## src/kcl_pkg.sv

```systemverilog
// Shared constants, codes and the tone table for the keypad code lock.
// No dependencies; imported by keypad_code_lock_controller.
package kcl_pkg;

	localparam int CODE_DIGITS = 4;
	localparam int DIGIT_W     = 4;
	localparam int CODE_W      = CODE_DIGITS * DIGIT_W;
	localparam int COUNT_W     = 3;
	localparam int TONE_W      = 11;
	localparam int TICKS_W     = 16;
	localparam int TRIES_W     = 3;

	// event kinds on the input side
	localparam logic [1:0] FUNC_DIGIT  = 2'd0;
	localparam logic [1:0] FUNC_MENU   = 2'd1;
	localparam logic [1:0] FUNC_SCROLL = 2'd2;
	localparam logic [1:0] FUNC_TICK   = 2'd3;

	// menu buttons
	localparam logic [2:0] MENU_VERIFY = 3'd1;
	localparam logic [2:0] MENU_SET    = 3'd2;
	localparam logic [2:0] MENU_CHANGE = 3'd3;
	localparam logic [2:0] MENU_SOUND  = 3'd4;

	// controller modes
	localparam logic [2:0] MODE_IDLE   = 3'd0;
	localparam logic [2:0] MODE_VERIFY = 3'd1;
	localparam logic [2:0] MODE_SET    = 3'd2;
	localparam logic [2:0] MODE_OLD    = 3'd3;
	localparam logic [2:0] MODE_NEW    = 3'd4;

	// result status codes
	localparam logic [3:0] ST_IGNORED  = 4'd0;
	localparam logic [3:0] ST_DIGIT    = 4'd1;
	localparam logic [3:0] ST_OPENED   = 4'd2;
	localparam logic [3:0] ST_WRONG    = 4'd3;
	localparam logic [3:0] ST_LOCKED   = 4'd4;
	localparam logic [3:0] ST_STORED   = 4'd5;
	localparam logic [3:0] ST_SET_1ST  = 4'd6;
	localparam logic [3:0] ST_ALREADY  = 4'd7;
	localparam logic [3:0] ST_SOUND    = 4'd8;
	localparam logic [3:0] ST_SCROLLED = 4'd9;
	localparam logic [3:0] ST_RELEASED = 4'd10;
	localparam logic [3:0] ST_OLD_OK   = 4'd11;
	localparam logic [3:0] ST_STARTED  = 4'd12;

	// configuration register indexes
	localparam logic [1:0] REG_MAX_ATTEMPTS  = 2'd0;
	localparam logic [1:0] REG_LOCKOUT_TICKS = 2'd1;

	localparam logic [TONE_W-1:0] TONE_SCROLL = 11'd494;
	localparam logic [TONE_W-1:0] TONE_OPEN   = 11'd1046;
	localparam logic [TONE_W-1:0] TONE_WRONG  = 11'd1000;
	localparam logic [TONE_W-1:0] TONE_LOCK   = 11'd500;

	typedef struct packed {
		logic [TONE_W-1:0]  tone_hz;
		logic               door_open;
		logic [COUNT_W-1:0] digits_entered;
		logic [1:0]         menu_page;
		logic               sound_flag;
		logic               locked_flag;
	} result_t;

	// key tone per digit; menu buttons reuse the tones of digits one to four
	function automatic logic [TONE_W-1:0] digit_tone(input logic [DIGIT_W-1:0] d);
		logic [TONE_W-1:0] hz;
		case (d)
			4'd0:    hz = 11'd523;
			4'd1:    hz = 11'd587;
			4'd2:    hz = 11'd659;
			4'd3:    hz = 11'd698;
			4'd4:    hz = 11'd784;
			4'd5:    hz = 11'd880;
			4'd6:    hz = 11'd987;
			4'd7:    hz = 11'd1046;
			4'd8:    hz = 11'd1175;
			4'd9:    hz = 11'd1319;
			default: hz = '0;
		endcase
		return hz;
	endfunction

endpackage

```

## src/keypad_code_lock_controller.sv

```systemverilog
// Keypad code lock controller: input register, one pass of decision logic,
// result register. Depends on kcl_pkg for codes, widths and the tone table.
//
//  channel  dir  handshake           payload
//  s_*      in   s_tvalid/s_tready   tuser = func, tdata = key_digit, menu_choice
//  m_*      out  m_tvalid/m_tready   tuser = status, tdata = tone .. locked flag
//  cfg_*    in   cfg_valid/cfg_ready cfg_index selects register, cfg_data value
//
// A request sits in the input register while it is decided, and its result
// loads into the result register when the decision stage advances, from where
// it can be taken. A new request is accepted every cycle while results are
// being taken.
// A stalled result holds the result register, which in turn holds the input
// register; s_tready drops only when both are full.
// arst_n resets all control state, with sound on, and restores the register defaults.
module keypad_code_lock_controller
	import kcl_pkg::*;
(
	input  logic         clk,
	input  logic         arst_n,
	input  logic         s_tvalid,
	output logic         s_tready,
	input  logic [1:0]   s_tuser,   // [1:0] func
	input  logic [7:0]   s_tdata,   // [3:0] key_digit, [6:4] menu_choice, [7] zero
	output logic         m_tvalid,
	input  logic         m_tready,
	output logic [3:0]   m_tuser,   // [3:0] status
	output logic [23:0]  m_tdata,   // [10:0] tone_hz, [11] door_open,
	                                // [14:12] digits_entered, [16:15] menu_page,
	                                // [17] sound_flag, [18] locked_flag, [23:19] zero
	input  logic         cfg_valid,
	output logic         cfg_ready,
	input  logic [1:0]   cfg_index,
	input  logic [15:0]  cfg_data
);

	// input register
	logic               in_vld_s1;
	logic [1:0]         func_s1;
	logic [DIGIT_W-1:0] digit_s1;
	logic [2:0]         choice_s1;

	// result register
	logic               out_vld_q;
	logic [3:0]         status_q;
	result_t            res_q;

	// configuration
	logic [TRIES_W-1:0] max_attempts_q;
	logic [TICKS_W-1:0] lockout_ticks_q;

	// controller state
	logic [2:0]         mode_q;
	logic [CODE_W-1:0]  stored_code_q;
	logic               code_valid_q;
	logic [CODE_W-1:0]  entry_code_q;
	logic [COUNT_W-1:0] digit_count_q;
	logic [TRIES_W-1:0] failed_tries_q;
	logic [TICKS_W-1:0] lockout_left_q;
	logic               sound_q;
	logic [1:0]         page_q;

	// next-state values
	logic [2:0]         mode_d;
	logic [CODE_W-1:0]  stored_code_d;
	logic               code_valid_d;
	logic [CODE_W-1:0]  entry_code_d;
	logic [COUNT_W-1:0] digit_count_d;
	logic [TRIES_W-1:0] failed_tries_d;
	logic [TICKS_W-1:0] lockout_left_d;
	logic               sound_d;
	logic [1:0]         page_d;
	logic [3:0]         status_d;
	logic [TONE_W-1:0]  tone_d;
	logic               door_d;
	logic [CODE_W-1:0]  shifted_code;
	logic [COUNT_W-1:0] count_inc;
	logic [TRIES_W-1:0] tries_inc;

	logic advance;

	// the decision stage moves when the result register is free or being emptied
	assign advance   = in_vld_s1 && (!out_vld_q || m_tready);
	assign s_tready  = !in_vld_s1 || advance;
	assign cfg_ready = 1'b1;

	assign m_tvalid = out_vld_q;
	assign m_tuser  = status_q;
	assign m_tdata  = {5'd0, res_q.locked_flag, res_q.sound_flag, res_q.menu_page,
	                   res_q.digits_entered, res_q.door_open, res_q.tone_hz};

	always_ff @(posedge clk or negedge arst_n) begin
		if (!arst_n) begin
			in_vld_s1 <= 1'b0;
		end else if (s_tready) begin
			in_vld_s1 <= s_tvalid;
		end
	end

	// capture the request payload on acceptance
	always_ff @(posedge clk) begin
		if (s_tvalid && s_tready) begin
			func_s1   <= s_tuser;
			digit_s1  <= s_tdata[3:0];
			choice_s1 <= s_tdata[6:4];
		end
	end

	always_ff @(posedge clk or negedge arst_n) begin
		if (!arst_n) begin
			max_attempts_q  <= 3'd3;
			lockout_ticks_q <= 16'd10;
		end else if (cfg_valid && cfg_ready) begin
			if (cfg_index == REG_MAX_ATTEMPTS) begin
				max_attempts_q <= cfg_data[TRIES_W-1:0];
			end else if (cfg_index == REG_LOCKOUT_TICKS) begin
				lockout_ticks_q <= cfg_data;
			end
		end
	end

	assign shifted_code = {entry_code_q[CODE_W-DIGIT_W-1:0], digit_s1};
	assign count_inc    = digit_count_q + COUNT_W'(1);
	assign tries_inc    = failed_tries_q + TRIES_W'(1);

	// one pass over the request: every path is a few compares and a mux
	always_comb begin
		mode_d         = mode_q;
		stored_code_d  = stored_code_q;
		code_valid_d   = code_valid_q;
		entry_code_d   = entry_code_q;
		digit_count_d  = digit_count_q;
		failed_tries_d = failed_tries_q;
		lockout_left_d = lockout_left_q;
		sound_d        = sound_q;
		page_d         = page_q;
		status_d       = ST_IGNORED;
		tone_d         = '0;
		door_d         = 1'b0;

		if (func_s1 == FUNC_TICK) begin
			// count down the lockout; report release on the last tick
			if (lockout_left_q != '0) begin
				lockout_left_d = lockout_left_q - TICKS_W'(1);
				if (lockout_left_q == TICKS_W'(1)) begin
					status_d = ST_RELEASED;
				end
			end
		end else if (lockout_left_q != '0) begin
			// drop every key while locked out
		end else if (func_s1 == FUNC_SCROLL) begin
			if (mode_q == MODE_IDLE) begin
				page_d   = (page_q == 2'd2) ? 2'd0 : page_q + 2'd1;
				status_d = ST_SCROLLED;
				tone_d   = sound_q ? TONE_SCROLL : '0;
			end
		end else if (func_s1 == FUNC_MENU) begin
			if (mode_q == MODE_IDLE && choice_s1 >= MENU_VERIFY
			    && choice_s1 <= MENU_SOUND) begin
				tone_d = sound_q ? digit_tone({1'b0, choice_s1}) : '0;
				if (choice_s1 == MENU_SOUND) begin
					sound_d  = !sound_q;
					status_d = ST_SOUND;
				end else if (choice_s1 == MENU_SET) begin
					if (code_valid_q) begin
						status_d = ST_ALREADY;
					end else begin
						entry_code_d  = '0;
						digit_count_d = '0;
						mode_d        = MODE_SET;
						status_d      = ST_STARTED;
					end
				end else if (!code_valid_q) begin
					status_d = ST_SET_1ST;
				end else begin
					entry_code_d  = '0;
					digit_count_d = '0;
					mode_d        = (choice_s1 == MENU_VERIFY) ? MODE_VERIFY : MODE_OLD;
					status_d      = ST_STARTED;
				end
			end
		end else begin
			// digit key: only taken while an entry is open
			if (mode_q != MODE_IDLE && mode_q <= MODE_NEW && digit_s1 <= 4'd9) begin
				entry_code_d  = shifted_code;
				digit_count_d = count_inc;
				tone_d        = sound_q ? digit_tone(digit_s1) : '0;
				status_d      = ST_DIGIT;
				if (count_inc >= COUNT_W'(CODE_DIGITS)) begin
					case (mode_q)
						MODE_VERIFY: begin
							if (shifted_code == stored_code_q) begin
								failed_tries_d = '0;
								mode_d         = MODE_IDLE;
								status_d       = ST_OPENED;
								door_d         = 1'b1;
								tone_d         = sound_q ? TONE_OPEN : '0;
							end else if (tries_inc >= max_attempts_q) begin
								failed_tries_d = '0;
								lockout_left_d = lockout_ticks_q;
								mode_d         = MODE_IDLE;
								status_d       = ST_LOCKED;
								tone_d         = sound_q ? TONE_LOCK : '0;
							end else begin
								failed_tries_d = tries_inc;
								status_d       = ST_WRONG;
								tone_d         = sound_q ? TONE_WRONG : '0;
							end
						end
						MODE_OLD: begin
							// misses here are not counted toward lockout
							if (shifted_code == stored_code_q) begin
								mode_d   = MODE_NEW;
								status_d = ST_OLD_OK;
							end else begin
								status_d = ST_WRONG;
								tone_d   = sound_q ? TONE_WRONG : '0;
							end
						end
						default: begin
							stored_code_d = shifted_code;
							code_valid_d  = 1'b1;
							mode_d        = MODE_IDLE;
							status_d      = ST_STORED;
						end
					endcase
					entry_code_d  = '0;
					digit_count_d = '0;
				end
			end
		end
	end

	always_ff @(posedge clk or negedge arst_n) begin
		if (!arst_n) begin
			mode_q         <= MODE_IDLE;
			stored_code_q  <= '0;
			code_valid_q   <= 1'b0;
			entry_code_q   <= '0;
			digit_count_q  <= '0;
			failed_tries_q <= '0;
			lockout_left_q <= '0;
			sound_q        <= 1'b1;
			page_q         <= '0;
		end else if (advance) begin
			mode_q         <= mode_d;
			stored_code_q  <= stored_code_d;
			code_valid_q   <= code_valid_d;
			entry_code_q   <= entry_code_d;
			digit_count_q  <= digit_count_d;
			failed_tries_q <= failed_tries_d;
			lockout_left_q <= lockout_left_d;
			sound_q        <= sound_d;
			page_q         <= page_d;
		end
	end

	always_ff @(posedge clk or negedge arst_n) begin
		if (!arst_n) begin
			out_vld_q <= 1'b0;
		end else if (advance) begin
			out_vld_q <= 1'b1;
		end else if (m_tready) begin
			out_vld_q <= 1'b0;
		end
	end

	// load the result alongside the state update
	always_ff @(posedge clk) begin
		if (advance) begin
			status_q             <= status_d;
			res_q.tone_hz        <= tone_d;
			res_q.door_open      <= door_d;
			res_q.digits_entered <= digit_count_d;
			res_q.menu_page      <= page_d;
			res_q.sound_flag     <= sound_d;
			res_q.locked_flag    <= (lockout_left_d != '0);
		end
	end

endmodule
```

## config.mk

```make
export PLATFORM = sky130hd
export DESIGN_NAME = keypad_code_lock_controller
export DESIGN_NICKNAME = d
export VERILOG_FILES = /design/src/kcl_pkg.sv /design/src/keypad_code_lock_controller.sv
export SDC_FILE = /design/constraint.sdc
export NUM_CORES = 1
export LEC_CHECK = 0
export ABC_AREA = 1
export BUFFER_PORTS_ARGS = -buffer_cell sky130_fd_sc_hd__buf_2
export CAP_MARGIN = 20
export CORE_ASPECT_RATIO = 1.2
export CORE_MARGIN = 2
export CORE_UTILIZATION = 54
export CTS_CLUSTER_SIZE = 30
export DETAILED_ROUTE_END_ITERATION = 10
export MAX_ROUTING_LAYER = met4
export PLACE_DENSITY = 0.76
export SYNTH_ARGS = -nofsm -noshare
export SYNTH_HDL_FRONTEND = slang
export SYNTH_SLANG_ARGS = --single-unit
```

## constraint.sdc

```tcl
create_clock -name clk -period 2.58 [get_ports clk]
set_clock_uncertainty 0.05 [all_clocks]
set_input_delay 0.129 -clock clk [delete_from_list [all_inputs] [get_ports clk]]
set_output_delay 0.129 -clock clk [all_outputs]
set_load 0.005 [all_outputs]
```

Word level (Yosys, flattened, before mapping)
Memories as Yosys holds them, arrays and structs flattened. A register that Yosys moved wholly into a read port is not among the register bits.
Index checks and enable logic that the tools add are counted.
Operators by class
  equality and inequality tests: 18
  magnitude comparators: 6
  bitwise gates (word level): 9
  reduce and logical (&&, ||, !) cells: 28
  add/subtract/negate cells: 4
  mux-type cells: 94
Operators by type and width (count)
  two-way mux 16 bit: 10
  two-way mux 11 bit: 10
  two-way mux 12 bit: 8
  two-way mux 3 bit: 27
  two-way mux 4 bit: 16
  nonzero test 16 bit: 2
  two-way mux 9 bit: 3
  case mux 11 bit (2 select lines): 1
  two-way mux 10 bit: 2
  equality test 16 x 1 -> 1 bit, second input constant: 1
  equality test 16 bit: 1
  AND reduction 8 bit: 2
  subtractor 16 x 1 -> 16 bit, second input constant: 1
  two-way mux 2 bit: 6
  AND reduction 12 bit: 1
  two-way mux 1 bit: 9
  NOT 1 bit: 9
  AND reduction 9 bit: 1
  case mux 4 bit (2 select lines): 1
  OR reduction 7 bit: 1
  adder 3 x 1 -> 3 bit, second input constant: 2
  equality test 2 bit, second input constant: 3
  equality test 3 x 1 -> 1 bit, second input constant: 2
  equality test 3 x 2 -> 1 bit, second input constant: 2
  24 further kinds: 38
Word-level totals
  register bits: 110
  bits in read-only memories: 264
  memories kept: 2
  input bits: 33
  output and inout port bits: 31
Memory list
  (name not given): words 16, width 11, read ports 1, clocked after memory_dff 1, wr ports 0, line kcl_pkg.sv:68  | case (d)
  (name not given): words 8, width 11, read ports 1, clocked after memory_dff 1, wr ports 0, line kcl_pkg.sv:68

Logic depth before layout (Yosys ltp)
Gate-level depths: netlist of run 1.
  depth after elaboration: 12
  depth in mapped cells: 17

Worst setup path before layout of run 1
No wires, ideal clock.
  path type: register -> register
  start: register failed_tries_q[0]
  end: register res_q (netlist bit m_tdata[18]), data pin
  stages on the path, launching flop included: 18
  path buffers: 1
  slack: -0.120 ns
  arrival time: 2.396 ns
  path through: dfrtp_1 ha_1 xnor2_1 inv_1 ha_1 a21oi_1 o211ai_1 nand2_1 clkinv_1 nand3_2 buf_2 nand2_1 nand3_1 nand2_1 nor2_1 nand2_1 nor2_1 nand2_1
On the way
  cells in the longest elaborated chain, start to end: 12
RTL lines
  start: declaration: line keypad_code_lock_controller.sv:58  | logic [TRIES_W-1:0] failed_tries_q;
  start signal: assignment: line keypad_code_lock_controller.sv:251  | failed_tries_q <= failed_tries_d;
  adder 3 x 1 -> 3 bit: line keypad_code_lock_controller.sv:124  | assign tries_inc = failed_tries_q + TRIES_W'(1);
  >= comparator 3 bit: line keypad_code_lock_controller.sv:198  | end else if (tries_inc >= max_attempts_q) begin
  two-way mux 16 bit: line keypad_code_lock_controller.sv:198
  two-way mux 16 bit: line keypad_code_lock_controller.sv:192  | if (shifted_code == stored_code_q) begin
  two-way mux 16 bit: line keypad_code_lock_controller.sv:190  | case (mode_q)
  two-way mux 16 bit: line keypad_code_lock_controller.sv:189  | if (count_inc >= COUNT_W'(CODE_DIGITS)) begin
  two-way mux 16 bit: line keypad_code_lock_controller.sv:184  | if (mode_q != MODE_IDLE && mode_q <= MODE_NEW && digit_s1 <= 4'd9) begin
  two-way mux 16 bit: line keypad_code_lock_controller.sv:157  | end else if (func_s1 == FUNC_MENU) begin
  two-way mux 16 bit: line keypad_code_lock_controller.sv:151  | end else if (func_s1 == FUNC_SCROLL) begin
  two-way mux 16 bit: line keypad_code_lock_controller.sv:149  | end else if (lockout_left_q != '0) begin
  two-way mux 16 bit: line keypad_code_lock_controller.sv:141  | if (func_s1 == FUNC_TICK) begin
  nonzero test 16 bit: line keypad_code_lock_controller.sv:277  | res_q.locked_flag <= (lockout_left_d != '0);
  end: declaration: line keypad_code_lock_controller.sv:46  | result_t res_q;
No other way between the ends.
A chain may end at the register's enable or synchronous reset.

Final worst setup path of run 1
  start: register failed_tries_q[1]
  end: register res_q (netlist bit m_tdata[18]), data pin
The elaborated chain is that of the path after synthesis.

==> impl_metrics.tcl, run 1 <==
set metrics [dict create \
    status "finished with violations" \
    violations "setup timing" \
    tightest_slew_ns 0.641 \
    path_cells "ha_2, xnor2_2, inv_2, ha_4, nand2_2, o211ai_1, nand2_1, inv_4, nand3_4, nand2_2, nand3_2, nand2_1, nand2_1, inv_1, nand2_1, nor2_1, nand2_1" \
    setup.worst_path.start "failed_tries_q[1]" \
    dr.first_iter.drc_count 486 \
    path_class "reg -> reg" \
    setup_violations 1 \
    seq_area_frac_synth_pct 48.0 \
    drt.antenna.violating_nets 0 \
    die-area_sq_um 13700 \
    power.leakage_nw 4.08 \
    critPathLaunchType "flop" \
    synth_top_area_cell "dfrtp_1" \
    cts_tree "done" \
    required_ns 2.71 \
    ys_warn_count 0 \
    io_pins 64 \
    io_buffers 56 \
    routed_wl_mm 16.5 \
    vias_per_cell 5.34 \
    whs_ns 0.00449 \
    syn_area_sq_um 6920 \
    ys_types 48 \
    r2r_slack_ns -0.11 \
    cap_violations 0 \
    layout.nets 1047 \
    drtPass1Iterations 6 \
    critPathBufInv 3 \
    path_clk_slew_ns 0.06 \
    antenna_found_initial 0 \
    hold_viol 0 \
    synth_top_area_share_pct 26.4 \
    synth_most_common_cell "nand2_1" \
    worstHoldPathType "in -> reg" \
    synth_seq_cells 130 \
    finalCritPeriodShare_pct 104 \
    die_w_um 107 \
    synthTopCellsByArea "dfrtp_1, edfxtp_1, nand2_1" \
    dp_hpwl_mm 11.0 \
    synthFlopType "dfrtp_1" \
    area_growth_syn_to_layout_pct 23.7 \
    drive_gt1_share_pct 17.0 \
    cts_made_buffers 17 \
    grt_pass1_vias 5914 \
    period_minus_slack_ns 2.69 \
    initial_core_util_pct 55.1 \
    ff2ff_path_depth 17 \
    dr_total_vias 6234 \
    grt_pass1_wl_mm 26.5 \
    r2r_end "m_tdata[18]" \
    cts_htree_levels 4 \
    syn_inst 872 \
    worstPathArrival_ns 2.82 \
    final_core_util_pct 68.1 \
    cpMostUsedCell "nand2_1" \
    critical_path.max_stage_delay_ns 0.39 \
    grt_overflow_total 0 \
    clock_sinks 130 \
    cp_max_fo 6 \
    synth_area_per_cell_sq_um 7.93 \
    crit_slowest_cell "dfrtp_1" \
    grt_use_total_pct 25.5 \
    cp_top_family "simple AND/OR/NAND/NOR gates" \
    synth_edf_count 32 \
    core_area_sq_um 12600 \
    die_h_um 128 \
    finalWorstSetupSlack_ns -0.110 \
    cp-end-kind "flop" \
    post_dp_cell_area_sq_um 7560 \
    slew_headroom_pct 57.2 \
    gp_congestion 0.942 \
    root_buffer "clkbuf_16" \
    drc 0 \
    antennaDiodeCount 0 \
    clock_latency_ns 0.43 \
    async_flop_share_pct 60.0 \
    powerDensity_nw_per_um2 799 \
    grt_max_degree 79 \
    endpoint "m_tdata[18]" \
    r2r_start "failed_tries_q[1]" \
    wl_per_cell_um 14.1 \
    finalInstanceArea_sq_um 8550 \
    clk_path_buf_depth 2 \
    vdd_drop_max_mv 0.438 \
    report.final.slew_viol_count 0 \
    path_depth 17 \
    rsz0062_at_grt "yes" \
    yosys-top-cells-count "nand2_1, inv_1, o21ai_0" \
    max_clock_freq_mhz 372 \
    row_count 45 \
]
[final cells by class]
cell class              count  area [sq um]
multi-input cells         594          3070
clock inverters             3          16.3
repair buffers            129           950
flip-flops and latches    130          3320
well taps                 164           205
clock buffers              29           543
inverters                 119           449
fillers                  1029          4000
[timing repair]
action                                  in CTS  in global routing
pin swaps                                   10                 24
buffers inserted                             3                  3
gates resized for setup                     10                 24
endpoints found under the setup margin       1                 13
endpoints found under the hold margin      103                  0
gates cloned                                 1                  0
hold buffers                                27                  0
[worst register-to-register path: stages, from the launching register on]
cell and delay (ns):
dfrtp_1 0.39, ha_2 0.20, xnor2_2 0.18, inv_2 0.07
ha_4 0.28, nand2_2 0.04, o211ai_1 0.20, nand2_1 0.13
inv_4 0.13, nand3_4 0.14, nand2_2 0.13, nand3_2 0.05
nand2_1 0.12, nand2_1 0.06, inv_1 0.05, nand2_1 0.05
nor2_1 0.11, nand2_1 0.06
[stage by stage]
stage | power, W | setup WS, ns | TNS (ns) | cells
final | 0.00683 | -0.110 | -0.110 | 1168
after global routing | 0.00722 | -0.253 | -0.355 | 1168
after CTS | 0.00678 | -0.00380 | -0.00380 | 1165
after detailed placement | 0.00444 | -0.0921 | -0.0921 | 1102
after global placement | 0.00440 | -0.0140 | -0.0140 | 1102
after floorplan | 0.00387 | 0.00418 | 0 | 876
[logic make-up after synthesis]
logic type      after synthesis  share of synthesized area, %
fa+ha+maj                    23                          4.16
simple gates                407                          25.8
xor+xnor                     10                          1.27
buf+inv                     152                          8.88
mux                           3                         0.470
compound gates              145                          11.3
flops                       130                          48.0
other cells                   2                         0.109
[routing by layer]
metal  share of wire, %  track usage, %  up-vias
met4                3.5            14.1        0
li1                   -               -     3074
met1                 41            29.1     2881
met3                5.0            4.68       59
met2                 51            42.1      220
met5                  0               -        -
[power by group]
part	internal (W)	leakage [nW]	total (W)	switching [W]
Clock	0.00142	0.276	0.00226	0.000845
Combinational	0.000729	2.38	0.00192	0.00119
Sequential	0.00245	1.43	0.00266	0.000210
Total	0.00459	4.08	0.00683	0.00224
[cells in the final DEF (no fill, tap or decap), drive strengths merged, types with 2 or more instances in the layout]
| cell | Yosys | layout |
|---|---|---|
| o31ai | 3 | 3 |
| edfxtp | 32 | 32 |
| or2 | 2 | 2 |
| a22oi | 3 | 3 |
| clkinv | 2 | 3 |
| inv | 117 | 119 |
| dfstp | 5 | 5 |
| nor4 | 4 | 4 |
| dlygate4sd3 | 0 | 27 |
| o21ai | 96 | 96 |
| o22ai | 2 | 2 |
| conb | 2 | 6 |
| xor2 | 9 | 9 |
| a31oi | 4 | 4 |
| mux2 | 2 | 2 |
| dfrtp | 73 | 73 |
| ha | 23 | 23 |
| a21oi | 28 | 28 |
| nand3 | 64 | 64 |
| nor2 | 81 | 81 |
| nor3 | 5 | 5 |
| a21boi | 2 | 2 |
| nand4 | 26 | 26 |
| clkbuf | 16 | 29 |
| nand2 | 223 | 223 |
| a211oi | 2 | 2 |
| buf | 17 | 102 |
| o211ai | 3 | 3 |
| dfxtp | 20 | 20 |
[how the worst min path moves through the flow]
stage,cells past startpoint,end,startpoint
6_report,3,max_attempts_q[0],cfg_valid
5_1_grt,3,max_attempts_q[0],cfg_valid
4_1_cts,3,max_attempts_q[0],cfg_valid
3_5_place_dp,1,func_s1[1],s_tuser[1]
3_3_place_gp,1,func_s1[1],s_tuser[1]
2_1_floorplan,0,code_valid_q,arst_n
(Power assumes the default switching activity.)
==> run 2: changes to the inputs <==
Settings changed: CTS_BUF_LIST set to sky130_fd_sc_hd__clkbuf_4 sky130_fd_sc_hd__clkbuf_8 sky130_fd_sc_hd__clkbuf_16.
==> run 2 against run 1 <==
  * The run still ends with setup timing left
  * Sequential share of layout area decreased by 0.12 points
  * Critical path type unchanged
  * Register-to-register slack about the same
  * Global-route usage about the same
  * First-iteration DRC count decreased by 2.3%
  * Setup slack about the same
  * Core utilization increased by 0.21 points
  * Largest power group unchanged
==> impl_metrics.tcl, run 2 (same netlist as run 1, synthesis figures left out) <==
set metrics [dict create \
    antenna_found_initial 0 \
    final_cell_mix "nand2_1, inv_1, o21ai_0" \
    required_ns 2.71 \
    die_w_um 107 \
    cpMostUsedCell "nand2_1" \
    clock_power_share_pct 33.8 \
    io_pins 64 \
    p_comb_share_pct 27.7 \
    crit_slowest_cell "dfrtp_1" \
    report.final.slew_viol_count 0 \
    worstPathArrival_ns 2.82 \
    grt_pass1_vias 5913 \
    cap_violations 0 \
    multi_input_area_sq_um 3070 \
    r2r_start "failed_tries_q[1]" \
    cp-end-kind "flop" \
    cp_max_fo 5 \
    tightest_slew_ns 0.632 \
    drc 0 \
    finalNonFillerCells 1168 \
    antennaDiodeCount 0 \
    finalInstanceArea_sq_um 8580 \
    p_sw_share_pct 32.4 \
    p_sw_w 0.00224 \
    finalCritPeriodShare_pct 104 \
    grt_max_degree 79 \
    max_clock_freq_mhz 372 \
    drive_gt1_share_pct 17.7 \
    rsz0062_at_grt "yes" \
    area_growth_syn_to_layout_pct 24.1 \
    violations "setup timing" \
    core_area_sq_um 12600 \
    period_minus_slack_ns 2.69 \
    clk_path_buf_depth 2 \
    whs_ns 0.00477 \
    critPathBufInv 3 \
    power.leakage_nw 4.11 \
    place_ws_ns -0.0921 \
    drt.antenna.violating_nets 0 \
    grt_overflow_total 0 \
    cp_top_family "simple AND/OR/NAND/NOR gates" \
    layout_commonest_cell "nand2_1" \
    setup_violations 1 \
    grt_use_total_pct 25.5 \
    routed_wl_mm 16.4 \
    final-seq-area_sq_um 3320 \
    critical_path.max_stage_delay_ns 0.39 \
    slew_headroom_pct 57.8 \
    status "finished with violations" \
    cts_made_buffers 17 \
    clock_latency_ns 0.43 \
    initial_core_util_pct 55.1 \
    cts_htree_levels 4 \
    clock_sinks 130 \
    layout.nets 1047 \
    fillers 1027 \
    vdd_drop_max_mv 0.437 \
    ff2ff_path_depth 16 \
    dr_total_vias 6205 \
    vias_per_cell 5.31 \
    whs_endpoint "max_attempts_q[0]" \
    row_count 45 \
    dr.first_iter.drc_count 475 \
    path_class "reg -> reg" \
    worstHoldPathType "in -> reg" \
    place_inst 1102 \
    critPathLaunchType "flop" \
    r2r_end "m_tdata[18]" \
    fin_tns_setup_ns -0.109 \
    hold_depth 3 \
    seq_power_share_pct 38.5 \
    p_int_w 0.00466 \
    drtPass1Iterations 7 \
    hold_viol 0 \
    finalWorstSetupSlack_ns -0.109 \
    r2r_slack_ns -0.11 \
    root_buffer "clkbuf_16" \
    wl_per_cell_um 14.0 \
    grt_pass1_wl_mm 26.5 \
    powerDensity_nw_per_um2 804 \
    io_buffers 56 \
    cts_tree "done" \
    post_dp_cell_area_sq_um 7560 \
    die_h_um 128 \
    die-area_sq_um 13700 \
    dp_hpwl_mm 11.0 \
    path_cells "ha_2, xnor2_2, inv_2, ha_4, nand2_2, o211ai_1, nand2_1, inv_4, buf_6, nand4_1, nand3_1, nand2_1, nor2_1, nand2_1, nor2_1, nand2_1" \
    gp_congestion 0.942 \
    path_clk_slew_ns 0.06 \
    hold_path.startpoint "cfg_valid" \
]
==> run 2: cell counts in the layout (fill, tap and decap cells not counted) <==
No cell type changed its count.
==> run 2: worst max path at each step <==
stage / startpoint / end / slack, ns / cells after the start
after global routing: failed_tries_q[0] / m_tdata[18] / -0.25 / 17
after floorplan: failed_tries_q[0] / m_tdata[18] / 0.004 / 16
after detailed placement: failed_tries_q[0] / m_tdata[18] / -0.09 / 17
final: failed_tries_q[1] / m_tdata[18] / -0.11 / 16
after global placement: failed_tries_q[0] / m_tdata[18] / -0.01 / 17
after CTS: failed_tries_q[1] / m_tdata[18] / -0.004 / 17
==> run 2: timing repair <==
item | in CTS | in global routing
gates cloned | 1 | 0
setup endpoints to repair | 1 | 13
gates resized for setup | 10 | 24
endpoints found under the hold margin | 103 | 0
hold buffers | 27 | 0
buffers inserted | 3 | 3
pin swaps | 10 | 24
==> run 2: layout make-up <==
| cell class | count | area share [%] |
|---|---|---|
| multi-input cells | 594 | 35.8 |
| repair buffers | 129 | 11.1 |
| inverters | 119 | 5.24 |
| clock inverters | 3 | 0.190 |
| well taps | 164 | 2.39 |
| clock buffers | 29 | 6.64 |
| flip-flops and latches | 130 | 38.7 |
==> run 2: stage by stage <==
step,total power [W],util (%)
2_1_floorplan,0.00387,-
6_report,0.00690,68.3
3_5_place_dp,0.00444,60.2
4_1_cts,0.00685,67.6
3_3_place_gp,0.00440,60.2
5_1_grt,0.00729,68.3
==> run 2: power by group through the flow <==
stage | combinational (W) | clock (W) | sequential [W]
finish | 0.00191 | 0.00233 | 0.00265
global placement | 0.00172 | 0 | 0.00268
floorplan | 0.00122 | 0 | 0.00264
global route | 0.00215 | 0.00245 | 0.00269
CTS | 0.00183 | 0.00236 | 0.00265
detailed placement | 0.00175 | 0 | 0.00268
==> run 2: tightest hold or removal path: cells and delay by family <==
kind            cells  cell delay [ns]
simple gates        1             0.14
compound gates      1             0.10
buf+inv             1             0.10
==> run 2: routing by layer <==
metal	track usage, %	routed length [um]	vias to the layer above
met5	-	0	-
met4	14.1	548	0
met3	4.68	765	56
met2	42.2	8310	216
met1	29.1	6770	2865
li1	-	-	3068
